[src/rtl/pngx_pkg.sv]
// ----------------------------------------------------------------------------
// pngx_pkg: shared types and constants for the PNG text chunk extractor
// Holds the result item type, result kinds and the output queue sizing.
// ----------------------------------------------------------------------------
package pngx_pkg;

    // result kinds
    localparam logic [2:0] KIND_KEY     = 3'd0;
    localparam logic [2:0] KIND_VALUE   = 3'd1;
    localparam logic [2:0] KIND_COMMIT  = 3'd2;
    localparam logic [2:0] KIND_DISCARD = 3'd3;
    localparam logic [2:0] KIND_END     = 3'd4;

    // output queue
    localparam int QDEPTH = 4;
    localparam int QAW    = $clog2(QDEPTH);

    typedef struct packed {
        logic [2:0] kind;
        logic [7:0] data;
        logic       last;
    } pngx_res_t;

    typedef struct packed {
        logic [QAW:0] level;
        logic         room2;
    } pngx_qstat_t;

endpackage

[src/rtl/pngx_parser.sv]
// ----------------------------------------------------------------------------
// pngx_parser: PNG signature and chunk walker
// Updates the parse state on each accepted item and produces zero, one or
// two result items for that item.
// ----------------------------------------------------------------------------
module pngx_parser
    import pngx_pkg::*;
(
    input  logic            aclk,
    input  logic            aresetn,
    input  logic            accept,
    input  logic            eof,
    input  logic [7:0]      data_byte,
    output logic [1:0]      res_cnt,
    output pngx_res_t       res0,
    output pngx_res_t       res1
);

    localparam logic [2:0] PH_SIG  = 3'd0;
    localparam logic [2:0] PH_LEN  = 3'd1;
    localparam logic [2:0] PH_TYPE = 3'd2;
    localparam logic [2:0] PH_DATA = 3'd3;
    localparam logic [2:0] PH_CRC  = 3'd4;
    localparam logic [2:0] PH_STOP = 3'd5;

    localparam logic [31:0] TYPE_TEXT = 32'h7445_5874;
    localparam logic [31:0] TYPE_IEND = 32'h4945_4E44;

    function automatic logic [7:0] sig_byte(input logic [2:0] idx);
        logic [7:0] v;
        unique case (idx)
            3'd0:    v = 8'h89;
            3'd1:    v = 8'h50;
            3'd2:    v = 8'h4e;
            3'd3:    v = 8'h47;
            3'd4:    v = 8'h0d;
            3'd5:    v = 8'h0a;
            3'd6:    v = 8'h1a;
            default: v = 8'h0a;
        endcase
        return v;
    endfunction

    logic [2:0]  phase_reg,  phase_next;
    logic [2:0]  cnt_reg,    cnt_next;
    logic [31:0] len_reg,    len_next;
    logic [31:0] rem_reg,    rem_next;
    logic [31:0] type_reg,   type_next;
    logic        text_reg,   text_next;
    logic        sep_reg,    sep_next;
    logic        pend_reg,   pend_next;
    logic [31:0] type_shift;

    assign type_shift = {type_reg[23:0], data_byte};

    always_comb begin
        phase_next = phase_reg;
        cnt_next   = cnt_reg;
        len_next   = len_reg;
        rem_next   = rem_reg;
        type_next  = type_reg;
        text_next  = text_reg;
        sep_next   = sep_reg;
        pend_next  = pend_reg;
        res_cnt    = 2'd0;
        res0       = '0;
        res1       = '0;
        if (eof) begin
            if (pend_reg) begin
                res0    = '{kind: KIND_DISCARD, data: 8'd0, last: 1'b0};
                res1    = '{kind: KIND_END,     data: 8'd0, last: 1'b1};
                res_cnt = 2'd2;
            end else begin
                res0    = '{kind: KIND_END, data: 8'd0, last: 1'b1};
                res_cnt = 2'd1;
            end
            // back to the reset state for the next file
            phase_next = PH_SIG;
            cnt_next   = 3'd0;
            len_next   = 32'd0;
            rem_next   = 32'd0;
            type_next  = 32'd0;
            text_next  = 1'b0;
            sep_next   = 1'b0;
            pend_next  = 1'b0;
        end else begin
            unique case (phase_reg)
                PH_SIG: begin
                    if (data_byte != sig_byte(cnt_reg)) begin
                        phase_next = PH_STOP;
                        cnt_next   = 3'd0;
                    end else if (cnt_reg == 3'd7) begin
                        phase_next = PH_LEN;
                        cnt_next   = 3'd0;
                        len_next   = 32'd0;
                    end else begin
                        cnt_next = cnt_reg + 3'd1;
                    end
                end
                PH_LEN: begin
                    len_next = {len_reg[23:0], data_byte};
                    if (cnt_reg == 3'd3) begin
                        phase_next = PH_TYPE;
                        cnt_next   = 3'd0;
                        type_next  = 32'd0;
                    end else begin
                        cnt_next = cnt_reg + 3'd1;
                    end
                end
                PH_TYPE: begin
                    type_next = type_shift;
                    if (cnt_reg == 3'd3) begin
                        cnt_next = 3'd0;
                        if (type_shift == TYPE_IEND) begin
                            phase_next = PH_STOP;
                        end else begin
                            text_next  = (type_shift == TYPE_TEXT);
                            sep_next   = 1'b0;
                            pend_next  = (type_shift == TYPE_TEXT);
                            rem_next   = len_reg;
                            phase_next = (len_reg == 32'd0) ? PH_CRC : PH_DATA;
                        end
                    end else begin
                        cnt_next = cnt_reg + 3'd1;
                    end
                end
                PH_DATA: begin
                    if (text_reg) begin
                        // the first NUL splits key from value and is dropped
                        if (!sep_reg && data_byte == 8'd0) begin
                            sep_next = 1'b1;
                        end else begin
                            res0.kind = sep_reg ? KIND_VALUE : KIND_KEY;
                            res0.data = data_byte;
                            res0.last = 1'b1;
                            res_cnt   = 2'd1;
                        end
                    end
                    rem_next = rem_reg - 32'd1;
                    if (rem_reg == 32'd1) begin
                        phase_next = PH_CRC;
                        cnt_next   = 3'd0;
                    end
                end
                PH_CRC: begin
                    if (cnt_reg == 3'd3) begin
                        if (pend_reg) begin
                            res0.kind = sep_reg ? KIND_COMMIT : KIND_DISCARD;
                            res0.last = 1'b1;
                            res_cnt   = 2'd1;
                        end
                        pend_next  = 1'b0;
                        text_next  = 1'b0;
                        sep_next   = 1'b0;
                        phase_next = PH_LEN;
                        cnt_next   = 3'd0;
                        len_next   = 32'd0;
                    end else begin
                        cnt_next = cnt_reg + 3'd1;
                    end
                end
                default: begin
                end
            endcase
        end
    end

    always_ff @(posedge aclk) begin
        if (!aresetn) begin
            phase_reg <= PH_SIG;
            cnt_reg   <= 3'd0;
            len_reg   <= 32'd0;
            rem_reg   <= 32'd0;
            type_reg  <= 32'd0;
            text_reg  <= 1'b0;
            sep_reg   <= 1'b0;
            pend_reg  <= 1'b0;
        end else if (accept) begin
            phase_reg <= phase_next;
            cnt_reg   <= cnt_next;
            len_reg   <= len_next;
            rem_reg   <= rem_next;
            type_reg  <= type_next;
            text_reg  <= text_next;
            sep_reg   <= sep_next;
            pend_reg  <= pend_next;
        end
    end

endmodule

[src/rtl/pngx_out_fifo.sv]
// ----------------------------------------------------------------------------
// pngx_out_fifo: result queue
// Takes up to two result items per cycle and hands out one per cycle.
// ----------------------------------------------------------------------------
module pngx_out_fifo
    import pngx_pkg::*;
(
    input  logic        aclk,
    input  logic        aresetn,
    input  logic [1:0]  push_cnt,
    input  pngx_res_t   push0,
    input  pngx_res_t   push1,
    input  logic        pop,
    output pngx_res_t   head,
    output logic        not_empty,
    output pngx_qstat_t stat
);

    pngx_res_t      mem [QDEPTH];
    logic [QAW-1:0] wptr_reg, wptr_next;
    logic [QAW-1:0] rptr_reg, rptr_next;
    logic [QAW:0]   cnt_reg,  cnt_next;
    logic [QAW-1:0] wptr_p1;

    assign wptr_p1   = wptr_reg + QAW'(1);
    assign wptr_next = wptr_reg + QAW'(push_cnt);
    assign rptr_next = rptr_reg + QAW'(pop);
    assign cnt_next  = cnt_reg + (QAW+1)'(push_cnt) - (QAW+1)'(pop);

    assign head       = mem[rptr_reg];
    assign not_empty  = (cnt_reg != '0);
    assign stat.level = cnt_reg;
    assign stat.room2 = (cnt_reg <= (QAW+1)'(QDEPTH - 2));

    always_ff @(posedge aclk) begin
        if (push_cnt != 2'd0) begin
            mem[wptr_reg] <= push0;
        end
        if (push_cnt == 2'd2) begin
            mem[wptr_p1] <= push1;
        end
    end

    always_ff @(posedge aclk) begin
        if (!aresetn) begin
            wptr_reg <= '0;
            rptr_reg <= '0;
            cnt_reg  <= '0;
        end else begin
            wptr_reg <= wptr_next;
            rptr_reg <= rptr_next;
            cnt_reg  <= cnt_next;
        end
    end

endmodule

[src/rtl/png_text_chunk_extractor.sv]
// ----------------------------------------------------------------------------
// png_text_chunk_extractor: tEXt key/value extractor for a PNG byte stream
// Results are queued as their inputs are taken. Throughput: one input item per
// cycle while s_tready is high; end of file with an open entry gives two result
// items, which drain one per cycle from a four-entry queue while m_tready is
// high. s_tready drops only while the queue has fewer than two free entries.
// Reset (aresetn low, synchronous): parser back to signature check, queue empty.
// ----------------------------------------------------------------------------
module png_text_chunk_extractor
    import pngx_pkg::*;
(
    input  logic       aclk,
    input  logic       aresetn,
    input  logic       s_tvalid,
    output logic       s_tready,
    input  logic [7:0] s_tdata,   // [7:0] data_byte
    input  logic [0:0] s_tuser,   // [0] operation (1 = end of file)
    output logic       m_tvalid,
    input  logic       m_tready,
    output logic [7:0] m_tdata,   // [7:0] out_byte
    output logic [2:0] m_tuser,   // [2:0] kind
    output logic       m_tlast
);

    logic        s_accept;
    logic [1:0]  res_cnt;
    pngx_res_t   res0;
    pngx_res_t   res1;
    pngx_res_t   head;
    pngx_qstat_t qstat;

    assign s_tready = qstat.room2;
    assign s_accept = s_tvalid && s_tready;

    pngx_parser u_parser (
        .aclk      (aclk),
        .aresetn   (aresetn),
        .accept    (s_accept),
        .eof       (s_tuser[0]),
        .data_byte (s_tdata),
        .res_cnt   (res_cnt),
        .res0      (res0),
        .res1      (res1)
    );

    pngx_out_fifo u_out_fifo (
        .aclk      (aclk),
        .aresetn   (aresetn),
        .push_cnt  (s_accept ? res_cnt : 2'd0),
        .push0     (res0),
        .push1     (res1),
        .pop       (m_tvalid && m_tready),
        .head      (head),
        .not_empty (m_tvalid),
        .stat      (qstat)
    );

    assign m_tdata = head.data;
    assign m_tuser = head.kind;
    assign m_tlast = head.last;

    // end of file always leaves a result waiting
    a_eof_result: assert property (@(posedge aclk) disable iff (!aresetn)
        s_accept && s_tuser[0] |=> m_tvalid)
        else $error("end of file item left no result");

    // stream ended is always the final result of its item
    a_end_last: assert property (@(posedge aclk) disable iff (!aresetn)
        m_tvalid && m_tuser == KIND_END |-> m_tlast)
        else $error("stream ended result without last");

    // key and value bytes are always the only result of their item
    a_byte_last: assert property (@(posedge aclk) disable iff (!aresetn)
        m_tvalid && (m_tuser == KIND_KEY || m_tuser == KIND_VALUE) |-> m_tlast)
        else $error("key or value byte without last");

    // queue never overfills
    a_level: assert property (@(posedge aclk) disable iff (!aresetn)
        qstat.level <= (QAW+1)'(QDEPTH))
        else $error("result queue overflow");

endmodule

[config.mk]
export PLATFORM = sky130hd
export DESIGN_NAME = png_text_chunk_extractor
export DESIGN_NICKNAME = d
export VERILOG_FILES = /design/src/rtl/pngx_pkg.sv /design/src/rtl/pngx_parser.sv /design/src/rtl/pngx_out_fifo.sv /design/src/rtl/png_text_chunk_extractor.sv
export SDC_FILE = /design/constraint.sdc
export NUM_CORES = 1
export LEC_CHECK = 0
export BUFFER_PORTS_ARGS = -buffer_cell sky130_fd_sc_hd__buf_2
export CAP_MARGIN = 20
export CORE_ASPECT_RATIO = 0.7
export CORE_MARGIN = 8
export CORE_UTILIZATION = 25
export DETAILED_ROUTE_END_ITERATION = 8
export PLACE_DENSITY_LB_ADDON = 0.12
export SLEW_MARGIN = 30
export SYNTH_ARGS = -nofsm -noshare
export SYNTH_HDL_FRONTEND = slang
export SYNTH_SLANG_ARGS = --single-unit
[constraint.sdc]
create_clock -name aclk -period 4.1 [get_ports aclk]
set_clock_uncertainty 0.15 [all_clocks]
set_input_delay 0 -clock aclk [delete_from_list [all_inputs] [get_ports aclk]]
set_output_delay 0 -clock aclk [all_outputs]
set_load 0.01 [all_outputs]
==> results of run 1 <==
-- critical path, cell delays in order (launching register included) --
cell and delay, ns:
dfxtp_1 0.48, inv_1 0.14, ha_1 0.39, or3_1 0.43, a31oi_1 0.22, xor2_1 0.16
nand4_1 0.37, o311ai_4 0.50, o22ai_1 0.12, a211o_1 0.32
-- placed cells by master, fill, tap and decap left out, types with 7 or more instances in the layout --
| master | synthesis | routed |
|---|---|---|
| mux4_2 | 12 | 12 |
| a21boi_0 | 30 | 30 |
| dlygate4sd3_1 | 0 | 9 |
| a22o_1 | 33 | 33 |
| ha_1 | 14 | 14 |
| o21ai_0 | 60 | 60 |
| buf_4 | 0 | 23 |
| dfxtp_1 | 143 | 142 |
| nor2_1 | 118 | 118 |
| and3_1 | 10 | 10 |
| nand2b_1 | 8 | 8 |
| xnor2_1 | 11 | 11 |
| nor4_1 | 20 | 20 |
| a31oi_1 | 7 | 7 |
| a22oi_1 | 9 | 9 |
| and2_1 | 26 | 26 |
| or3_1 | 8 | 8 |
| a21oi_1 | 69 | 69 |
| nand4_1 | 10 | 10 |
| nand2_1 | 87 | 87 |
| nor3_1 | 24 | 23 |
| inv_1 | 20 | 20 |
| nor2b_1 | 9 | 9 |
| nand3_1 | 41 | 41 |
| buf_2 | 6 | 26 |
| edfxtp_1 | 8 | 8 |
| clkbuf_16 | 0 | 17 |
-- layout make-up --
| class | count | area, sq um | share of cell area (%) |
|---|---|---|---|
| inverters | 21 | 78.8 | 0.873 |
| well taps | 420 | 526 | 5.82 |
| clock inverters | 14 | 174 | 1.93 |
| multi-input cells | 694 | 4320 | 47.9 |
| flip-flops and latches | 151 | 3100 | 34.4 |
| repair buffers | 58 | 393 | 4.35 |
| clock buffers | 18 | 429 | 4.76 |
-- where the power goes --
group	switching (mW)	internal, mW
combinational	0.468	0.276
sequential	0.101	1.52
clock	0.678	0.963
total	1.25	2.76
-- metrics by stage --
stage	worst slack [ns]	power [mW]	utilization (%)	area (sq um)	std cells
2_1_floorplan	1.15	2.14	-	7730	930
3_3_place_gp	0.800	2.41	27.0	8330	1335
3_5_place_dp	0.781	2.40	27.0	8330	1335
4_1_cts	0.771	4.06	29.3	9020	1376
5_1_grt	0.448	4.23	29.3	9020	1376
6_report	0.705	4.01	29.3	9020	1376
-- how the worst max path moves through the flow --
stage / from / to / cells after the start
2_1_floorplan: u_parser.cnt_reg[0] / u_out_fifo.cnt_reg[2] / 14
3_3_place_gp: u_parser.cnt_reg[2] / u_parser.phase_reg[2] / 9
3_5_place_dp: u_parser.cnt_reg[2] / u_parser.phase_reg[2] / 9
4_1_cts: u_parser.cnt_reg[2] / u_parser.phase_reg[2] / 9
5_1_grt: u_parser.cnt_reg[0] / u_out_fifo.mem[2][0] / 7
6_report: u_parser.cnt_reg[2] / u_parser.phase_reg[2] / 9
-- Yosys cell counts, drive strengths merged (12+ instances only) --
cell	instances
a21oi	69
a21boi	30
nor2	118
a22o	33
dfxtp	143
inv	20
clkbuf	56
nor3	24
and2	26
nor4	23
ha	14
nand2	87
mux4	12
nand3	41
o21ai	61
-- what timing repair did --
item,CTS,global route
hold buffers,9,0
endpoints found under the setup margin,0,0
hold endpoints to repair,29,0
setup buffers,0,0
resized for setup,0,0
-- layer usage --
layer  part of all wire [%]  GRT usage, %  up-vias
met2                     40          18.5      145
met4                   0.75          3.02        0
met3                    3.5          2.37       13
li1                       -             -     3378
met5                      0             0        -
met1                     56          22.1     3247
-- cells by family after synthesis --
group / after synthesis / synth area share (%)
mux: 18 / 4.27
compound gates: 256 / 21.8
xor+xnor: 15 / 1.70
fa+ha+maj: 15 / 2.52
buf+inv: 85 / 4.22
flops: 151 / 40.1
simple gates: 390 / 25.4
==> flow_summary.toml, run 1 <==
[final_layout]
antenna_cells = 0
nNetsFinal = 971
fillerInstances = 3372
drive_gt1_share_pct = 11.2
largest_reg_flops = 48
area_delta_synth_final_pct = 16.7

[pwr]
ir_drop_uv = 299
p_per_area_nw_per_um2 = 444
p_leak_nw = 3.29

[worst_setup_path]
end_kind = "flop"
timing.rr.start = "u_parser.cnt_reg[2]"
reg2reg_slack_ns = 0.70
worstPathRequired_ns = 4.26
cp-start-kind = "flop"
worstRegToRegCells = 9
crit_arrival_ns = 3.56
crit_fanout = 15
r2r-end = "u_parser.phase_reg[2]"
critPathKind = "reg2reg"

[hold_path]
whs_path_depth = 3
worstHoldStart = "s_tuser"
holdPathEnd = "u_parser.rem_reg[1]"
hold_class = "in2reg"

[timing]
fin_crit_ns = 3.40
rsz0062_at_grt = "false"
hold_slack_ns = 0.0897
fin_crit_sh_pct = 82.8
max_freq_mhz = 295
tns_ns = 0
slew_headroom_pct = 42.1
drv_slew = 0
hold_viol = 0
setup_viol = 0
worst_pin_slew_ns = 0.861

[global_routing]
first_global_vias = 6438
overflow = 0
grt_max_degree = 76
grt_use_total_pct = 13.8
grt_pass1_wl_um = 39600
grt_antenna_before_repair = 0

[routing]
via_per_inst = 4.93
drtPass1Iterations = 5
wl_um = 25000
drt_iter0_markers = 594
ant_nets = 0
wl_per_cell_um = 18.2
drc = 0
vias = 6783

[clock_network]
path_clk_slew_ns = 0.07
clkLatencyLatePin_ns = 0.44
cts_tree = "yes"
clock-sinks = 151
htreeDepth = 4
cts_buffers = 17
cts.path.max_buffers = 2
cts_root_buffer = "clkbuf_16"

[floorplanning]
row_count = 54
io_pins = 27
die_h_um = 163
coreArea_sq_um = 30800
initial_utilization_pct = 25.1
dieArea_sq_um = 36900
fp.dieW_um = 226

[synthesis]
synth_warnings = 0
yosys.area.top_type = "dfxtp_1"
synthArstFlopShare_pct = 0
synth-edff-count = 8
syn_area_sq_um = 7730
syn-instance-count = 930
synthTopCellsByArea = "dfxtp_1 37%, nor2_1 5.7%, a21oi_1 4.5%, nand2_1 4.2%, o21ai_0 3.9%"
syn-num-nets = 958
syn_area_per_cell_sq_um = 8.32
synth_top_area_share_pct = 37.0
seq_area_frac_synth_pct = 40.1
synthFlopType = "dfxtp_1"
synth.distinct_cells = 66
ys_ff_latch = 151

[status]
outcome = "completed"

[place]
dp_hpwl_um = 17200
io_buffers = 26
gp_congestion = 0.790

[flow_run]
max-cap-violations = 0
No activity file was read; power rests on OpenSTA's default activity.
==> run 2: changes to the inputs <==
Clock period 4.1 ns to 3.1 ns, I/O delays scaled along.
==> run 2 against run 1 <==
Effect of this change:
- maximum frequency increased by 17%
- register-to-register slack got worse by 0.52 ns
- sequential cell count unchanged
- hold slack got worse by 0.025 ns
- power increased by 36%
- sequential share of layout area decreased by 1.3 points
- via count increased by 2.5%
- combinational power increased by 56%
- first-iteration DRC count decreased by 0.51%
- global-route usage increased by 0.40 points
- critical endpoint is now u_out_fifo.cnt_reg[2]
==> flow_summary.toml, run 2 (synthesis gave the netlist of run 1 again) <==
[timing]
slew_headroom_pct = 42.6
hold_viol = 0
hold_slack_ns = 0.0643
worst_pin_slew_ns = 0.858
tns_ns = 0
rsz0062_at_grt = "false"
drv_slew = 0
max_freq_mhz = 343
setup_viol = 0
fin_crit_ns = 2.91
fin_crit_sh_pct = 93.9

[worst_setup_path]
timing.rr.start = "u_parser.cnt_reg[0]"
crit_arrival_ns = 3.08
r2r-end = "u_out_fifo.cnt_reg[2]"
critPathKind = "reg2reg"
end_kind = "flop"
max_stage_delay_ns = 0.37
path_cells = "ha_1 > ha_2 > and4bb_2 > nand3_1 > nand2_1 > o21ai_1 > ha_1 > inv_1 > ha_1 > inv_1 > fa_1 > xnor2_1 > and2_1"
crit_buf_inv = 2
critPathMostFrequentCell = "ha_1"
worstPathRequired_ns = 3.27
cp-start-kind = "flop"
cpLargestDelayFamily = "adder cells"
reg2reg_slack_ns = 0.19
cp_slowest_cell = "fa_1"
worstRegToRegCells = 13
crit_fanout = 10

[final_layout]
fillerInstances = 3311
drive_gt1_share_pct = 14.9
area_delta_synth_final_pct = 21.3
final_common_cell = "dfxtp_1"
antenna_cells = 0
design_area_sq_um = 9380
final_cell_mix = "143 x dfxtp_1, 118 x nor2_1, 87 x nand2_1"
final_util_pct = 30.5
largest_reg_flops = 48
nNetsFinal = 1012

[status]
outcome = "completed"

[routing]
drc = 0
ant_nets = 0
vias = 6950
wl_per_cell_um = 18.2
drt_iter0_markers = 591
via_per_inst = 4.90
wl_um = 25800
drtPass1Iterations = 5

[clock_network]
htreeDepth = 4
cts_setup_buffers = 0
cts_root_buffer = "clkbuf_16"
clkLatencyLatePin_ns = 0.43
cts_tree = "yes"
path_clk_slew_ns = 0.07
cts_buffers = 17
clock-sinks = 151
cts.path.max_buffers = 2

[pwr]
p_leak_nw = 3.51
ir_drop_uv = 373
power_mw = 5.47
p_per_area_nw_per_um2 = 583

[floorplanning]
coreArea_sq_um = 30800
io_pins = 27
initial_utilization_pct = 25.1
fp.dieW_um = 226
row_count = 54
die_h_um = 163
dieArea_sq_um = 36900

[place]
io_buffers = 26
dp_hpwl_um = 18100
gp_congestion = 0.775
placed_area_sq_um = 8640

[global_routing]
first_global_vias = 6533
grt_use_total_pct = 14.2
grt_max_degree = 65
grt_pass1_wl_um = 40300
overflow = 0
grt_antenna_before_repair = 0

[hold_path]
whs_path_depth = 4
hold_class = "in2reg"
holdPathEnd = "u_parser.rem_reg[1]"
worstHoldStart = "s_tuser"

[flow_run]
max-cap-violations = 0
run 2: metal layers:
layer  routed length (um)  track usage, %  up-vias
met5                    0               0        -
met4                  243            4.13        0
li1                     -               -     3472
met1                14600            22.7     3313
met2                 9930            18.4      151
met3                 1080            2.67       14
run 2: repair_timing:
item                                   CTS  global route
endpoints found under the hold margin   25             0
hold buffers                            10             0
pin swaps                                0             0
setup endpoints to repair                1             2
resized for setup                        2             1
run 2: cell type report:
type / instances / area, sq um / area share [%]
multi-input cells: 694 / 4330 / 46.1
flip-flops and latches: 151 / 3100 / 33.1
repair buffers: 99 / 716 / 7.63
well taps: 420 / 526 / 5.60
clock buffers: 19 / 464 / 4.95
clock inverters: 13 / 166 / 1.77
inverters: 21 / 78.8 / 0.840
run 2: tightest hold or removal path, cell delays in order:
cell and delay [ns]:
buf_2 0.09, buf_4 0.24, a2111oi_0 0.10, o21a_1 0.17
run 2: how the worst max path moves through the flow:
stage	startpoint	endpoint	slack [ns]	cells after the start
4_1_cts	u_parser.cnt_reg[0]	u_out_fifo.cnt_reg[2]	0.1	13
3_5_place_dp	u_parser.sep_reg	u_out_fifo.cnt_reg[2]	-0.08	11
5_1_grt	u_parser.rem_reg[1]	u_parser.rem_reg[28]	0.003	9
2_1_floorplan	u_parser.cnt_reg[0]	u_out_fifo.cnt_reg[2]	0.15	14
3_3_place_gp	u_parser.phase_reg[2]	u_out_fifo.cnt_reg[2]	0.02	10
6_report	u_parser.cnt_reg[0]	u_out_fifo.cnt_reg[2]	0.19	13
run 2: stage by stage:
stage / cells / setup WS, ns
3_3_place_gp: 1375 / 0.0157
5_1_grt: 1417 / 0.00328
6_report: 1417 / 0.188
2_1_floorplan: 930 / 0.145
3_5_place_dp: 1375 / -0.0793
4_1_cts: 1417 / 0.0957
run 2: report_power, final:
group          leakage [nW]  internal (mW)  switching (mW)
clock                 0.298           1.34           0.896
combinational          1.99          0.440           0.716
sequential             1.22           2.01          0.0598
total                  3.51           3.80            1.67
==> run 3: changes to the inputs <==
Clock period 3.1 ns to 2.6 ns, I/O delays scaled along.
==> run 3 against run 2 <==
Effect of this change:
- the flow now finishes with violations (negative setup slack)
- count of clock-buffer cells in the layout up 2
- critical path type unchanged
- global-route usage rose by 0.39 points
- largest power group unchanged
- via count up 4.2%
- largest cell class unchanged
- sequential cell count unchanged
- highest routed layer unchanged
==> flow_summary.toml, run 3 (synthesis gave the netlist of run 1 again) <==
[pwr]
switchingPower_mw = 2.03
ir_drop_uv = 503
p_int_mw = 4.62
p_per_area_nw_per_um2 = 660
p_seq_share_pct = 37.3
p_sw_share_pct = 30.5
p_leak_nw = 3.86
p_clk_share_pct = 39.3
combPwrFrac_pct = 23.4

[floorplanning]
row_count = 54
fp.dieW_um = 226
coreArea_sq_um = 30800
dieArea_sq_um = 36900
initial_utilization_pct = 25.1
die_h_um = 163
io_pins = 27

[clock_network]
clock-sinks = 151
cts_tree = "yes"
cts.path.max_buffers = 2
cts_buffers = 17
path_clk_slew_ns = 0.07
htreeDepth = 4
clkLatencyLatePin_ns = 0.43
cts_root_buffer = "clkbuf_16"

[worst_setup_path]
critPathKind = "reg2reg"
cp-start-kind = "flop"
worstPathRequired_ns = 2.76
crit_arrival_ns = 2.84
end_kind = "flop"
crit_fanout = 5

[global_routing]
grt_pass1_wl_um = 41400
grt_use_total_pct = 14.6
first_global_vias = 6831
grt_max_degree = 54
overflow = 0
grt_antenna_before_repair = 0

[final_layout]
multi_input_comb_area_sq_um = 4540
final_util_pct = 32.7
antenna_cells = 0
register_area_sq_um = 3110
fillerInstances = 3303
nNetsFinal = 1069
drive_gt1_share_pct = 22.6
final_cell_mix = "140 x dfxtp_1, 116 x nor2_1, 111 x buf_4"
largest_reg_flops = 48
area_delta_synth_final_pct = 30.3
final_common_cell = "dfxtp_1"
design_area_sq_um = 10100

[routing]
drt_iter0_markers = 473
highest_layer = "met4"
route.met2.wl_um = 10300
routed-wl-met3_um = 1170
ant_nets = 0
via_per_inst = 4.91
drc = 0
wl_per_cell_um = 18.1
wl_um = 26700
wl_met1_um = 15000
vias = 7239
drtPass1Iterations = 7

[timing]
fin_crit_sh_pct = 103
slew_headroom_pct = 47.3
fin_crit_ns = 2.67
hold_slack_ns = 0.0644
setup_viol = 3
max_freq_mhz = 374
drv_slew = 0
hold_viol = 0
tns_ns = -0.153
worst_pin_slew_ns = 0.789
setup_ws_ns = -0.0741
rsz0062_at_grt = "true"

[status]
outcome = "finished, violations left"
violations = "negative setup slack"

[place]
dp_hpwl_um = 19000
dp_slack_ns = -0.0912
io_buffers = 26
placed_area_sq_um = 9180
gp_congestion = 0.815

[flow_run]
max-cap-violations = 0

[hold_path]
hold_class = "in2reg"
## run 3: changes by cell type in the layout (fill, tap and decap cells not counted), moves of 5 or more
cell / delta
ha_1: -5
buf_12: +5
o21ai_0: -5
buf_4: +49
## run 3: area by class of cell
class	count	area share [%]
clock inverters	11	1.43
flip-flops and latches	151	30.9
well taps	420	5.22
clock buffers	21	4.57
repair buffers	156	12.1
inverters	21	0.807
multi-input cells	694	45.0
## run 3: routing by layer
| layer | up-vias | track usage [%] |
|---|---|---|
| li1 | 3590 | - |
| met1 | 3496 | 22.9 |
| met2 | 143 | 19.3 |
| met3 | 10 | 3.46 |
| met4 | 0 | 3.40 |
| met5 | - | 0 |
## run 3: stage by stage
stage	instances	total power, mW
after floorplan	930	3.39
after global placement	1429	4.03
after detailed placement	1429	4.01
after CTS	1471	6.69
after global routing	1474	6.99
final	1474	6.65
## run 3: final timing paths
check | start | to | slack [ns] | depth (start not counted)
max reg2reg | u_parser.cnt_reg[1] | u_parser.phase_reg[2] | -0.07 | 10
max | u_parser.cnt_reg[1] | u_parser.phase_reg[2] | -0.07 | 10
min reg2reg | u_parser.rem_reg[29] | u_parser.rem_reg[29] | 0.31 | 2
min | s_tuser | u_parser.rem_reg[1] | 0.06 | 4
## run 3: critical path, stage by stage (launching register included)
cell,delay [ns]
dfxtp_4,0.38
inv_2,0.06
ha_4,0.16
nor2b_2,0.16
o31a_1,0.27
a2111oi_4,0.37
nand4_1,0.17
buf_6,0.17
o311ai_4,0.31
o22ai_1,0.12
a211o_1,0.26
## run 3: what timing repair did
item / CTS / global route
hold endpoints to repair: 33 / 0
hold buffers: 10 / 0
pin swaps: 7 / 12
buffers inserted: 0 / 3
resized for setup: 5 / 34
endpoints found under the setup margin: 37 / 57
## run 3: power groups by stage
stage / Clock [mW] / Combinational, mW / Sequential (mW)
2_1_floorplan: 0 / 0.894 / 2.50
3_3_place_gp: 0 / 1.49 / 2.53
3_5_place_dp: 0 / 1.48 / 2.53
4_1_cts: 2.71 / 1.50 / 2.48
5_1_grt: 2.79 / 1.71 / 2.49
6_report: 2.61 / 1.55 / 2.48
